File: config.mk
export PLATFORM = sky130hd
export DESIGN_NAME = mac_data_frame_builder_top
export DESIGN_NICKNAME = d
export VERILOG_FILES = /design/src/design/mdfb_pkg.sv /design/src/design/mac_data_frame_builder_top.sv /design/src/design/mdfb_cfg_regs.sv /design/src/design/mdfb_hdr_sel.sv /design/src/design/mdfb_fcs.sv
export SDC_FILE = /design/constraint.sdc
export NUM_CORES = 1
export LEC_CHECK = 0
export BUFFER_PORTS_ARGS = -buffer_cell sky130_fd_sc_hd__buf_2
export CELL_PAD_IN_SITES_DETAIL_PLACEMENT = 0
export CELL_PAD_IN_SITES_GLOBAL_PLACEMENT = 1
export CORE_UTILIZATION = 50
export DETAILED_ROUTE_END_ITERATION = 10
export PLACE_DENSITY_LB_ADDON = 0.05
export RECOVER_POWER = 25
export SLEW_MARGIN = 20
export SYNTH_ARGS = -nofsm -noshare
export SYNTH_HDL_FRONTEND = slang
export SYNTH_HIERARCHICAL = 1
export SYNTH_SLANG_ARGS = --single-unit
File: constraint.sdc
create_clock -name i_clk -period 10.65 [get_ports i_clk]
set_input_delay 0.5325 -clock i_clk [delete_from_list [all_inputs] [get_ports i_clk]]
set_output_delay 0.5325 -clock i_clk [all_outputs]
set_load 0.005 [all_outputs]
File: src/design/mdfb_pkg.sv
package mdfb_pkg;

    // configuration register indexes
    localparam int CfgIdxW = 3;

    typedef enum logic [CfgIdxW-1:0] {
        CFG_PAN_ID       = 3'd0,
        CFG_SHORT_ADDR   = 3'd1,
        CFG_LONG_ADDR    = 3'd2,
        CFG_ACK_REQUEST  = 3'd3,
        CFG_LONG_SOURCE  = 3'd4,
        CFG_INCL_SRC_PAN = 3'd5
    } t_cfg_idx;

    // configuration register set
    typedef struct packed {
        logic [15:0] pan_id;
        logic [15:0] short_addr;
        logic [63:0] long_addr;
        logic        ack_request;
        logic        long_source;
        logic        incl_src_pan;
    } t_cfg;

    // destination address modes
    typedef enum logic [1:0] {
        DST_SHORT       = 2'd0,
        DST_LONG        = 2'd1,
        DST_BROADCAST   = 2'd2,
        DST_UNSUPPORTED = 2'd3
    } t_dst_mode;

    // emission phase of the item in flight
    typedef enum logic [4:0] {
        PH_HDR  = 5'b00001,
        PH_PAY  = 5'b00010,
        PH_FCS0 = 5'b00100,
        PH_FCS1 = 5'b01000,
        PH_ERR  = 5'b10000
    } t_phase;

    // header position counter, longest header is 23 bytes
    localparam int PosW = 5;

    // frame control and fcs constants
    localparam logic [7:0]  FC0_BASE      = 8'h01;
    localparam logic [7:0]  FC0_ACK       = 8'h20;
    localparam logic [7:0]  FC0_PAN_COMP  = 8'h40;
    localparam logic [7:0]  FC1_BASE      = 8'h88;
    localparam logic [7:0]  FC1_LONG_DST  = 8'h04;
    localparam logic [7:0]  FC1_LONG_SRC  = 8'h40;
    localparam logic [15:0] FCS_POLY      = 16'h8408;
    localparam logic [15:0] BCAST_ADDR    = 16'hFFFF;

    // reflected crc-16 over one byte, lsb first
    function automatic logic [15:0] crc_byte(input logic [15:0] crc, input logic [7:0] b);
        logic [15:0] c;
        c = crc ^ {8'h00, b};
        for (int i = 0; i < 8; i++) begin
            if (c[0]) begin
                c = (c >> 1) ^ FCS_POLY;
            end else begin
                c = c >> 1;
            end
        end
        return c;
    endfunction

endpackage

File: src/design/mac_data_frame_builder_top.sv
// Builds 802.15.4 data frames from a byte stream: the first payload byte of a frame
// is preceded by the MAC header (9 to 23 bytes), payload bytes pass through, and the
// byte marked tlast is followed by the two FCS bytes, low byte first. The output runs
// one byte per cycle, unless held by tready, from a single output register, which sets
// the rate: a middle payload byte gives one output byte, a frame's first byte gives the
// header and then the byte, a last byte adds the two FCS bytes, and an unsupported
// destination gives one error byte (tuser set, tlast set). Remaining bytes of an errored
// frame are taken one per cycle with no output. A new input request is taken in the same
// cycle that the previous item puts out its final byte. Configuration writes are always
// ready and are meant to be done while no frame byte is pending.
module mac_data_frame_builder_top (
    input  logic        i_clk,
    input  logic        i_rst_n,
    // configuration write channel
    input  logic        i_cfg_valid,
    output logic        o_cfg_ready,
    input  logic [2:0]  i_cfg_index,
    input  logic [63:0] i_cfg_data,
    // input stream
    input  logic        i_s_axis_tvalid,
    output logic        o_s_axis_tready,
    input  logic [71:0] i_s_axis_tdata,   // payload_byte[7:0], dest_addr[71:8]
    input  logic [1:0]  i_s_axis_tuser,   // dst_mode[1:0]
    input  logic        i_s_axis_tlast,   // payload_last
    // output stream
    output logic        o_m_axis_tvalid,
    input  logic        i_m_axis_tready,
    output logic [7:0]  o_m_axis_tdata,   // out_byte[7:0]
    output logic        o_m_axis_tuser,   // frame_error
    output logic        o_m_axis_tlast    // out_last
);
    import mdfb_pkg::*;

    t_cfg w_cfg;

    // frame tracking at the input side
    logic r_in_frame;
    logic r_dropping;
    logic [7:0] r_seq;

    // item in flight
    logic            r_item_valid;
    t_phase          r_phase;
    logic [PosW-1:0] r_pos;
    logic [7:0]      r_it_byte;
    logic            r_it_last;
    t_dst_mode       r_it_mode;
    logic [63:0]     r_it_addr;
    logic [7:0]      r_it_seq;

    // output register
    logic       r_out_valid;
    logic [7:0] r_out_byte;
    logic       r_out_last;
    logic       r_out_err;

    logic            w_emit;
    logic            w_accept;
    logic            w_done;
    logic [7:0]      w_byte;
    logic            w_last;
    logic            w_err;
    logic            w_crc_upd;
    logic            w_crc_clear;
    t_phase          n_phase;
    logic [PosW-1:0] n_pos;
    logic [7:0]      w_hdr_byte;
    logic [PosW-1:0] w_hdr_len;
    logic [15:0]     w_crc;
    t_dst_mode       w_in_mode;

    assign o_cfg_ready = 1'b1;

    mdfb_cfg_regs u_cfg (
        .i_clk   (i_clk),
        .i_rst_n (i_rst_n),
        .i_wr    (i_cfg_valid),
        .i_idx   (i_cfg_index),
        .i_data  (i_cfg_data),
        .o_cfg   (w_cfg)
    );

    mdfb_hdr_sel u_hdr (
        .i_cfg       (w_cfg),
        .i_pos       (r_pos),
        .i_mode      (r_it_mode),
        .i_dest_addr (r_it_addr),
        .i_seq       (r_it_seq),
        .o_byte      (w_hdr_byte),
        .o_len       (w_hdr_len)
    );

    mdfb_fcs u_fcs (
        .i_clk   (i_clk),
        .i_rst_n (i_rst_n),
        .i_clear (w_crc_clear),
        .i_upd   (w_crc_upd),
        .i_byte  (w_byte),
        .o_crc   (w_crc)
    );

    // one byte leaves per cycle when the output register is free
    assign w_emit      = r_item_valid && (!r_out_valid || i_m_axis_tready);
    assign w_crc_clear = (r_phase == PH_HDR) && (r_pos == '0);

    // byte selection and phase stepping
    always_comb begin
        w_byte    = '0;
        w_last    = 1'b0;
        w_err     = 1'b0;
        w_crc_upd = 1'b0;
        w_done    = 1'b0;
        n_phase   = r_phase;
        n_pos     = r_pos;
        unique case (r_phase)
            PH_HDR: begin
                w_byte    = w_hdr_byte;
                w_crc_upd = w_emit;
                if (r_pos == w_hdr_len - PosW'(1)) begin
                    n_phase = PH_PAY;
                end else begin
                    n_pos = r_pos + PosW'(1);
                end
            end
            PH_PAY: begin
                w_byte    = r_it_byte;
                w_crc_upd = w_emit;
                if (r_it_last) begin
                    n_phase = PH_FCS0;
                end else begin
                    w_done = 1'b1;
                end
            end
            PH_FCS0: begin
                w_byte  = w_crc[7:0];
                n_phase = PH_FCS1;
            end
            PH_FCS1: begin
                w_byte = w_crc[15:8];
                w_last = 1'b1;
                w_done = 1'b1;
            end
            PH_ERR: begin
                w_last = 1'b1;
                w_err  = 1'b1;
                w_done = 1'b1;
            end
            default: begin
                w_done = 1'b1;
            end
        endcase
    end

    assign o_s_axis_tready = !r_item_valid || (w_emit && w_done);
    assign w_accept        = i_s_axis_tvalid && o_s_axis_tready;
    assign w_in_mode       = t_dst_mode'(i_s_axis_tuser);

    // control state: frame tracking, item slot and output valid
    always_ff @(posedge i_clk) begin
        if (!i_rst_n) begin
            r_in_frame   <= 1'b0;
            r_dropping   <= 1'b0;
            r_seq        <= '0;
            r_item_valid <= 1'b0;
            r_phase      <= PH_PAY;
            r_pos        <= '0;
            r_out_valid  <= 1'b0;
        end else begin
            // step through the item in flight
            if (w_emit && !w_done) begin
                r_phase <= n_phase;
                r_pos   <= n_pos;
            end
            // item slot refilled by a new request as the old one finishes
            if (w_accept && !r_dropping) begin
                r_item_valid <= 1'b1;
            end else if (w_emit && w_done) begin
                r_item_valid <= 1'b0;
            end
            if (w_accept) begin
                if (r_dropping) begin
                    if (i_s_axis_tlast) begin
                        r_dropping <= 1'b0;
                        r_in_frame <= 1'b0;
                    end
                end else begin
                    r_pos <= '0;
                    if (!r_in_frame) begin
                        if (w_in_mode == DST_UNSUPPORTED) begin
                            r_phase <= PH_ERR;
                            if (!i_s_axis_tlast) begin
                                r_dropping <= 1'b1;
                                r_in_frame <= 1'b1;
                            end
                        end else begin
                            r_phase    <= PH_HDR;
                            r_seq      <= r_seq + 8'd1;
                            r_in_frame <= !i_s_axis_tlast;
                        end
                    end else begin
                        r_phase    <= PH_PAY;
                        r_in_frame <= !i_s_axis_tlast;
                    end
                end
            end
            if (w_emit) begin
                r_out_valid <= 1'b1;
            end else if (i_m_axis_tready) begin
                r_out_valid <= 1'b0;
            end
        end
    end

    // item and output payload
    always_ff @(posedge i_clk) begin
        if (w_accept && !r_dropping) begin
            r_it_byte <= i_s_axis_tdata[7:0];
            r_it_last <= i_s_axis_tlast;
            r_it_mode <= w_in_mode;
            r_it_addr <= i_s_axis_tdata[71:8];
            r_it_seq  <= r_seq;
        end
        if (w_emit) begin
            r_out_byte <= w_byte;
            r_out_last <= w_last;
            r_out_err  <= w_err;
        end
    end

    assign o_m_axis_tvalid = r_out_valid;
    assign o_m_axis_tdata  = r_out_byte;
    assign o_m_axis_tlast  = r_out_last;
    assign o_m_axis_tuser  = r_out_err;

    // checks
    a_err_is_last: assert property (@(posedge i_clk) disable iff (!i_rst_n)
        r_out_valid && r_out_err |-> r_out_last)
        else $error("error byte without last");

    a_hdr_pos: assert property (@(posedge i_clk) disable iff (!i_rst_n)
        r_item_valid && (r_phase == PH_HDR) |-> (r_pos < w_hdr_len))
        else $error("header position past header length");

    a_drop_in_frame: assert property (@(posedge i_clk) disable iff (!i_rst_n)
        r_dropping |-> r_in_frame)
        else $error("dropping outside a frame");

    a_busy_stall: assert property (@(posedge i_clk) disable iff (!i_rst_n)
        !o_s_axis_tready |-> r_item_valid)
        else $error("input stalled with no item in flight");

endmodule

File: src/design/mdfb_cfg_regs.sv
module mdfb_cfg_regs (
    input  logic                         i_clk,
    input  logic                         i_rst_n,
    input  logic                         i_wr,
    input  logic [mdfb_pkg::CfgIdxW-1:0] i_idx,
    input  logic [63:0]                  i_data,
    output mdfb_pkg::t_cfg               o_cfg
);
    import mdfb_pkg::*;

    t_cfg r_cfg;

    // register writes, unknown indexes ignored
    always_ff @(posedge i_clk) begin
        if (!i_rst_n) begin
            r_cfg <= '{pan_id: 16'h0000, short_addr: 16'h0000, long_addr: 64'h0,
                       ack_request: 1'b0, long_source: 1'b0, incl_src_pan: 1'b1};
        end else if (i_wr) begin
            unique case (t_cfg_idx'(i_idx))
                CFG_PAN_ID:       r_cfg.pan_id       <= i_data[15:0];
                CFG_SHORT_ADDR:   r_cfg.short_addr   <= i_data[15:0];
                CFG_LONG_ADDR:    r_cfg.long_addr    <= i_data;
                CFG_ACK_REQUEST:  r_cfg.ack_request  <= i_data[0];
                CFG_LONG_SOURCE:  r_cfg.long_source  <= i_data[0];
                CFG_INCL_SRC_PAN: r_cfg.incl_src_pan <= i_data[0];
                default: ;
            endcase
        end
    end

    assign o_cfg = r_cfg;

endmodule

File: src/design/mdfb_hdr_sel.sv
module mdfb_hdr_sel (
    input  mdfb_pkg::t_cfg            i_cfg,
    input  logic [mdfb_pkg::PosW-1:0] i_pos,
    input  mdfb_pkg::t_dst_mode       i_mode,
    input  logic [63:0]               i_dest_addr,
    input  logic [7:0]                i_seq,
    output logic [7:0]                o_byte,
    output logic [mdfb_pkg::PosW-1:0] o_len
);
    import mdfb_pkg::*;

    logic [7:0]      w_fc0;
    logic [7:0]      w_fc1;
    logic [63:0]     w_dst;
    logic [PosW-1:0] w_dlen;
    logic [PosW-1:0] w_span_len;
    logic [PosW-1:0] w_slen;
    logic [PosW-1:0] w_span_start;
    logic [PosW-1:0] w_src_start;
    logic [PosW-1:0] w_dst_off;
    logic [PosW-1:0] w_span_off;
    logic [PosW-1:0] w_src_off;
    logic [63:0]     w_src;

    // field values and layout of the header
    always_comb begin
        w_fc0 = FC0_BASE;
        if (i_cfg.ack_request) w_fc0 = w_fc0 | FC0_ACK;
        if (!i_cfg.incl_src_pan) w_fc0 = w_fc0 | FC0_PAN_COMP;
        w_fc1 = FC1_BASE;
        if (i_mode == DST_LONG) w_fc1 = w_fc1 | FC1_LONG_DST;
        if (i_cfg.long_source) w_fc1 = w_fc1 | FC1_LONG_SRC;

        unique case (i_mode)
            DST_LONG:      w_dst = i_dest_addr;
            DST_BROADCAST: w_dst = {48'd0, BCAST_ADDR};
            default:       w_dst = {48'd0, i_dest_addr[15:0]};
        endcase
        w_src = i_cfg.long_source ? i_cfg.long_addr : {48'd0, i_cfg.short_addr};

        w_dlen       = (i_mode == DST_LONG) ? PosW'(8) : PosW'(2);
        w_span_len   = i_cfg.incl_src_pan ? PosW'(2) : PosW'(0);
        w_slen       = i_cfg.long_source ? PosW'(8) : PosW'(2);
        w_span_start = PosW'(5) + w_dlen;
        w_src_start  = w_span_start + w_span_len;
        o_len        = w_src_start + w_slen;

        w_dst_off  = i_pos - PosW'(5);
        w_span_off = i_pos - w_span_start;
        w_src_off  = i_pos - w_src_start;
    end

    // byte at the current header position
    always_comb begin
        priority if (i_pos == PosW'(0)) begin
            o_byte = w_fc0;
        end else if (i_pos == PosW'(1)) begin
            o_byte = w_fc1;
        end else if (i_pos == PosW'(2)) begin
            o_byte = i_seq;
        end else if (i_pos == PosW'(3)) begin
            o_byte = i_cfg.pan_id[7:0];
        end else if (i_pos == PosW'(4)) begin
            o_byte = i_cfg.pan_id[15:8];
        end else if (i_pos < w_span_start) begin
            o_byte = w_dst[w_dst_off[2:0]*8 +: 8];
        end else if (i_pos < w_src_start) begin
            o_byte = w_span_off[0] ? i_cfg.pan_id[15:8] : i_cfg.pan_id[7:0];
        end else begin
            o_byte = w_src[w_src_off[2:0]*8 +: 8];
        end
    end

endmodule

File: src/design/mdfb_fcs.sv
module mdfb_fcs (
    input  logic        i_clk,
    input  logic        i_rst_n,
    input  logic        i_clear,
    input  logic        i_upd,
    input  logic [7:0]  i_byte,
    output logic [15:0] o_crc
);
    import mdfb_pkg::*;

    logic [15:0] r_crc;
    logic [15:0] n_crc;

    // first header byte starts from zero
    assign n_crc = crc_byte(i_clear ? 16'h0000 : r_crc, i_byte);

    always_ff @(posedge i_clk) begin
        if (!i_rst_n) begin
            r_crc <= '0;
        end else if (i_upd) begin
            r_crc <= n_crc;
        end
    end

    assign o_crc = r_crc;

endmodule
==> summary.md, run 1 <==
| Metric | Value |
|---|---|
| Port-buffer cells | 158 |
| Clk Latency, worst-skew pair | 0.53 ns |
| Reg area | 5540 µm² |
| Routed vias | 8,578 |
| Cell Pwr Density | 161 nW/µm² |
| Fin Setup TNS | 0 ns |
| Die X | 155 µm |
| Final hold violation count | 0 |
| Initial DRC Count | 595 |
| Yosys warns | 6 |
| Largest family of logic cells by synthesized area | multiplexers |
| # diodes | 0 |
| Outcome | finished, final reports clean |
| Reg2reg start | r_it_mode[1] |
| Final WL | 27,600 µm |
| 1st-pass router iterations | 5 |
| Largest net degree at the start of global routing | just over 90 |
| Fin crit period | 5.84 ns |
| Initial Util | 51.3% |
| Area of the multi-input gates | 5650 µm² |
| Synth Area per Inst | 11.0 µm² |
| Clock skew | 0.0157 ns |
| Post-CTS Setup Inserts | 0 |
| Simple-gate share of the synthesized area | 14.9% |
| EDFF count, synth | 93 |
| CTS buffer count | 25 |
| Clk slew on worst S/H paths | 0.06 ns |
| Num rows | 55 |
| First-pass GRT wire length | 44,200 µm |
| Multiplexer share of the synthesized area | 17.0% |
| Register-to-register setup slack | 4.81 ns |
| Die Y | 155 µm |
| Hold Crit Class | in2reg |
| Synth area leader | edfxtp_1 |
| CTS Hold Bufs | 0 |
| GR Overflow Total | 0 |
| Post-Syn Instances | 1,057 |
| Synth top area share | 23.9% |
| Worst IR Drop VDD | 0.177 mV |
| Post-synthesis sequential area ratio | 47.4% |
| Max-cap violations | 0 |
| Nets | 1,354 |
| Complex-gate fraction of the synthesized area | 10.6% |
| GRT Total Usage | 23.5% |
| Area added between synthesis and finish | 14.7% |
| Fill cell count | 1,989 |
| Leak | around 5 nW |
| Max Fanout on Critical Path | 23 |
| Gp weighted congestion | 0.883 |
| Die area | 24,000 µm² |
| Slew headroom | 26.3% |
| CP Capture Type | register |
| DRC viols | 0 |
| CTS Root Cell | clkbuf_16 |
| Setup-violating endpoint count in the final report | 0 |
| Worst slew pin tran | 1.11 ns |
| Largest cells by area after synthesis | edfxtp_1 (24%), dfxtp_1 (23%), mux2i_1 (11%), nand2_1 (6.0%), mux4_2 (4.4%) |
| RSZ-0062 raised after global routing | false |
| HPWL Detailed | slightly below 20,000 µm |
| Initial antenna violation count | 0 |
| Core area | around 23,000 µm² |
| Post-layout util | 58.8% |
| CP Data Arrival Time | 6.23 ns |
| Post_cts resized | 0 |
| Endpoint, Worst Hold | r_it_addr[20] |
| Share of cells above drive strength 1 | a little under a quarter |
| Slew Viols, Final | 0 |
| Sink Count | 230 |
| Highest-count cells in the layout ignoring fill and taps | nand2_1 (188), buf_2 (153), dfxtp_1 (136) |
| WL per Instance | 18.2 µm |
| Hold path depth | 1 |
| DR vias/cell | 5.65 |
| Adder-Cell Fraction of Synth Area | around 2.5% |
| Worst hold start | i_s_axis_tdata[28] |
| Post-synth top flop | dfxtp_1 |
| Syn nets | 1,226 |
| Clock Path Buffers | 3 |
| CP Launch Type | register |
| Post-Synth XOR/XNOR Area | under 10% |
| Count of cell types in the netlist | 92 |
| Flops & latches, synth | 230 |
| IO Count | 160 |
| Synth async-reset ratio | 0% |
| Vias in the first global route | 8,228 |
| Crit Path Category | reg2reg |
| Commonest non-fill, non-tap cell in the layout | nand2_1 |
| R2R cell count | 16 |
| Worst path required time | 11.05 ns |
| CTS tree | yes |
| Period utilization | 54.8% |
| Fmax | 0.171 GHz |
| Cell area after synthesis | 11,700 µm² |
| R2R Path End | u_fcs/o_crc[3] |
| H-tree Lvls | 1 |
| Post-DRT Antenna Nets | 0 |
==> layout make-up <==
class / instances / area share, %
clock buffers: 32 / 5.09
inverters: 24 / 0.673
flip-flops and latches: 230 / 41.4
well taps: 313 / 2.92
clock inverters: 14 / 1.49
repair buffers: 166 / 6.33
multi-input cells: 738 / 42.1
==> logic make-up after synthesis <==
| kind of cell | count (synthesis) |
|---|---|
| AND/OR/NAND/NOR | 349 |
| flip-flops | 230 |
| AO/OA/AOI/OAI | 171 |
| multiplexers | 164 |
| buffers and inverters | 89 |
| XOR/XNOR | 30 |
| adder cells (fa/ha/maj) | 22 |
| other | 2 |
==> sequential cells by signal, summed over array words and instances (netlist names) <==
signal	flops
o_m_axis_tdata	8
o_m_axis_tlast	1
o_m_axis_tuser	1
o_m_axis_tvalid	1
r_dropping	1
r_in_frame	1
r_it_addr	64
r_it_byte	8
r_it_last	1
r_it_mode	2
r_it_seq	8
r_item_valid	1
r_phase	5
r_pos	5
r_seq	8
u_cfg/o_cfg	99
u_fcs/o_crc	16
==> worst max path at each step <==
stage	startpoint	endpoint	slack, ns	cells after the start
after detailed placement	r_it_mode[1]	u_fcs/o_crc[3]	4.82	16
after global placement	r_it_mode[1]	u_fcs/o_crc[3]	4.99	16
after CTS	r_it_mode[1]	u_fcs/o_crc[3]	4.82	16
after global routing	r_it_mode[1]	u_fcs/o_crc[3]	4.50	16
final	r_it_mode[1]	u_fcs/o_crc[3]	4.81	16
after floorplan	r_it_mode[1]	u_fcs/o_crc[3]	5.55	20
==> worst max-delay path, cell delays in order, from the launching register on <==
cell and delay (ns):
edfxtp_1 0.39, inv_1 0.07, ha_1 0.69, inv_1 0.29
ha_1 0.39, fa_1 0.98, mux4_2 0.41, nand2_1 0.08
a21oi_1 0.09, o311a_1 0.34, o21a_1 0.18, a22o_1 0.21
a221o_1 0.28, xnor2_1 0.14, or3_1 0.45, and4_4 0.20
or4_1 0.50
==> per-layer routing <==
metal / GRT usage (%) / share of wire, % / wire [µm]
met4: 7.21 / 2.9 / 800
met3: 3.64 / 4.9 / 1370
met2: 36.0 / 43 / 12000
met5: 0 / 0 / 0
met1: 34.2 / 49 / 13500
==> synthesized netlist by cell type (11+ instances only) <==
| cell type | count |
|---|---|
| mux2i_1 | 124 |
| xnor2_1 | 18 |
| nand3_1 | 24 |
| a21oi_1 | 35 |
| nor2b_1 | 13 |
| ha_1 | 19 |
| or3_1 | 11 |
| edfxtp_1 | 93 |
| dfxtp_1 | 137 |
| nand2_1 | 188 |
| nor3_1 | 12 |
| mux4_2 | 23 |
| o21ai_0 | 30 |
| clkbuf_1 | 32 |
| inv_1 | 23 |
| buf_4 | 12 |
| nand2b_1 | 11 |
| nor2_1 | 23 |
| mux2_2 | 15 |
==> metrics by stage <==
stage | cells | power (mW) | setup WS, ns | instance area, µm² | hold slack [ns]
finish | 1517 | 2.15 | 4.81 | 13400 | 0.174
detailed placement | 1471 | 1.25 | 4.82 | 12500 | 0.446
global placement | 1471 | 1.24 | 4.99 | 12500 | 0.436
global route | 1517 | 2.23 | 4.50 | 13400 | 0.161
floorplan | 1057 | 1.17 | 5.55 | 11700 | 0.422
CTS | 1517 | 2.18 | 4.82 | 13400 | 0.149
==> power by group <==
| part | internal [mW] | total, mW | switching (mW) |
|---|---|---|---|
| combinational | 0.105 | 0.233 | 0.128 |
| sequential | 0.969 | 0.995 | 0.0259 |
| clock | 0.573 | 0.925 | 0.352 |
| total | 1.65 | 2.15 | 0.506 |
Note: power is estimated with default switching activity, not from simulation.
==> run 2: changes to the inputs <==
- ABC_AREA: default -> 1
- CORE_UTILIZATION: 50 -> 38
- clock period: 10.65 -> 5 ns (I/O delays scaled with it)
==> run 2 against run 1 <==
Compared with the run above:
- register-to-register slack worse by 4.1 ns
- cell area is 11% higher
- first-iteration DRC count up 11%
- utilization fell by 12 points
- final cell count rose by 51%
- critical path type unchanged
==> summary.md, run 2 <==
| Metric | Value |
|---|---|
| Outcome | finished, final reports clean |
| Setup-violating endpoint count in the final report | 0 (unchanged) |
| Fin crit period | 4.30 ns (-1.54 ns) |
| Nets | 2,037 (+50%) |
| Count leader, synth | nand2_1 |
| Largest cells by area after synthesis | edfxtp_1 (23%), dfxtp_1 (22%), nand2_1 (11%), nor2_1 (9.8%), nand3_1 (6.8%) |
| Cell mode on critical path | nand2_1 |
| First-pass GRT wire length | 57,300 µm (+30%) |
| Top post-synthesis cells by count | nand2_1 (362), nor2_1 (321), inv_1 (180), nand3_1 (167), dfxtp_1 (137) |
| Yosys warns | 6 (unchanged) |
| Gp weighted congestion | 0.807 (-8.6%) |
| EDFF count, synth | 93 (unchanged) |
| DRC viols | 0 (unchanged) |
| HPWL Detailed | 24,700 µm (+28%) |
| Slew Viols, Final | 0 (unchanged) |
| Synth async-reset ratio | 0% (unchanged) |
| Routed vias | 11,079 (+29%) |
| Die Y | 182 µm (+17%) |
| H-tree Lvls | 1 (unchanged) |
| 1st-pass router iterations | 5 (unchanged) |
| CTS buffer count | 27 (+8.0%) |
| RSZ-0062 raised after global routing | false |
| Area added between synthesis and finish | 21.1% |
| Post-CTS Setup Inserts | 0 (unchanged) |
| CP max-delay cell | fa_1 |
| Synth top area share | 22.7% (-1.2 points) |
| CP peak stage delay | 0.59 ns (-0.39 ns) |
| Max Fanout on Critical Path | 15 (-35%) |
| CTS tree | yes |
| Highest-count cells in the layout ignoring fill and taps | nand2_1 (362), nor2_1 (321), inv_1 (180) |
| CP Capture Type | register |
| Port-buffer cells | 158 (unchanged) |
| Die X | 182 µm (+17%) |
| Synth Area per Inst | 7.39 µm² (-33%) |
| Clk Latency, worst-skew pair | 0.53 ns (about the same) |
| Worst IR Drop VDD | 0.255 mV (+44%) |
| Post-synthesis sequential area ratio | 45.1% (-2.3 points) |
| Max-cap violations | 0 (unchanged) |
| Fmax | 0.233 GHz (+36%) |
| Num rows | 65 (+18%) |
| Post-Syn Instances | 1,663 (+57%) |
| Fin Setup TNS | 0 ns (unchanged) |
| Initial Util | 38.7% (-13 points) |
| Post-DRT Antenna Nets | 0 (unchanged) |
| Vias in the first global route | 10,839 (+32%) |
| Post-synth top flop | dfxtp_1 |
| Clk slew on worst S/H paths | 0.06 ns (about the same) |
| Initial DRC Count | 661 (+11%) |
| Die area | 33,000 µm² (+38%) |
| Count of cell types in the netlist | 45 (-51%) |
| Syn nets | 1,832 (+49%) |
| Final WL | 35,500 µm (+29%) |
| WL per Instance | 15.5 µm (-15%) |
| CTS Root Cell | clkbuf_16 |
| Worst path required time | 5.43 ns (-5.62 ns) |
| Flops & latches, synth | 230 (unchanged) |
| CP Data Arrival Time | 4.73 ns (-1.50 ns) |
| Core area | 31,700 µm² (+39%) |
| Leak | 6.65 nW (+31%) |
| Share of cells above drive strength 1 | 15.3% (-7.4 points) |
| Initial antenna violation count | 1 (+1) |
| # diodes | 0 (unchanged) |
| GR Overflow Total | 0 (unchanged) |
| Period utilization | 85.9% (+31 points) |
| Post-layout util | 46.9% (-12 points) |
| CP Launch Type | register |
| Cell area after synthesis | 12,300 µm² (+5.2%) |
| Commonest non-fill, non-tap cell in the layout | nand2_1 |
| Slew headroom | 41.5% (+15 points) |
| Hold Crit Class | in2reg |
| Clock skew | 0.0121 ns (-0.00354 ns) |
| Cell Pwr Density | 313 nW/µm² (+95%) |
| IO Count | 160 (unchanged) |
| Final hold violation count | 0 (unchanged) |
| Sink Count | 230 (unchanged) |
| Post_cts resized | 0 (unchanged) |
| Synth area leader | edfxtp_1 |
| Clock Path Buffers | 3 (unchanged) |
| Crit Path Category | reg2reg |
| Max reg flops | 99 (unchanged) |
| Worst slew pin tran | 0.876 ns (-0.230 ns) |
| Largest net degree at the start of global routing | 76 (-16%) |
| GRT Total Usage | 21.6% (-1.9 points) |
| DR vias/cell | 4.84 (-14%) |
[run 2: worst max-delay path: cells and delay by family, from the launching register on]
family / cells / cell delay [ns]
buffers and inverters: 4 / 0.70
AOI/OAI and AO/OA: 4 / 0.60
and+or+nand+nor: 17 / 1.38
adders and majority gates: 3 / 1.14
DFF: 1 / 0.40
[run 2: final timing paths]
kind / from / slack (ns) / depth (start not counted) / end
worst max-delay path: r_it_mode[0] / 0.70 / 28 / u_fcs/o_crc[8]
worst min register to register: u_cfg/o_cfg[36] / 0.48 / 2 / u_cfg/o_cfg[36]
worst min-delay path: i_cfg_data[23] / 0.04 / 5 / u_cfg/o_cfg[26]
worst max register to register: r_it_mode[0] / 0.70 / 28 / u_fcs/o_crc[8]
[run 2: kinds of logic after synthesis]
family / synth area share (%)
AO/OA/AOI/OAI: 8.20
XOR/XNOR: 1.43
adder cells (fa/ha/maj): 2.42
buffers and inverters: 9.67
flip-flops: 45.1
other: 0.0611
AND/OR/NAND/NOR: 33.2
[run 2: power by group]
part	switching, mW	internal [mW]	leakage, nW	total (mW)
Sequential	0.0517	2.07	2.02	2.13
Clock	0.776	1.10	0.427	1.88
Combinational	0.405	0.245	4.21	0.649
[run 2: through the flow]
step	hold slack [ns]	setup WS, ns	cells	power [mW]	area (µm²)
6_report	0.0362	0.703	2289	4.66	14900
4_1_cts	0.0178	0.659	2289	4.72	14900
3_3_place_gp	0.426	0.798	2166	2.77	13300
5_1_grt	0.0485	0.248	2289	4.89	14900
2_1_floorplan	0.349	1.41	1663	2.57	12300
3_5_place_dp	0.428	0.680	2166	2.77	13300
[run 2: what timing repair did]
item / CTS / global route
setup endpoints to repair: 0 / 0
hold buffers: 75 / 0
endpoints found under the hold margin: 76 / 0
[run 2: cell type report]
type                    count  area [µm²]
clock buffers              39         802
clock inverters             9        43.8
fillers                  3290       16800
inverters                 195         737
multi-input cells        1163        5570
flip-flops and latches    230        5540
well taps                 402         503
repair buffers            251        1690
[run 2: per-layer routing]
metal  vias up  GRT usage [%]  routed length, µm
li1       5710              -                  -
met1      5118           30.2              17500
met2       212           36.1              16200
met3        39           2.45               1260
met4         0           3.97                565
met5         -              0                  0
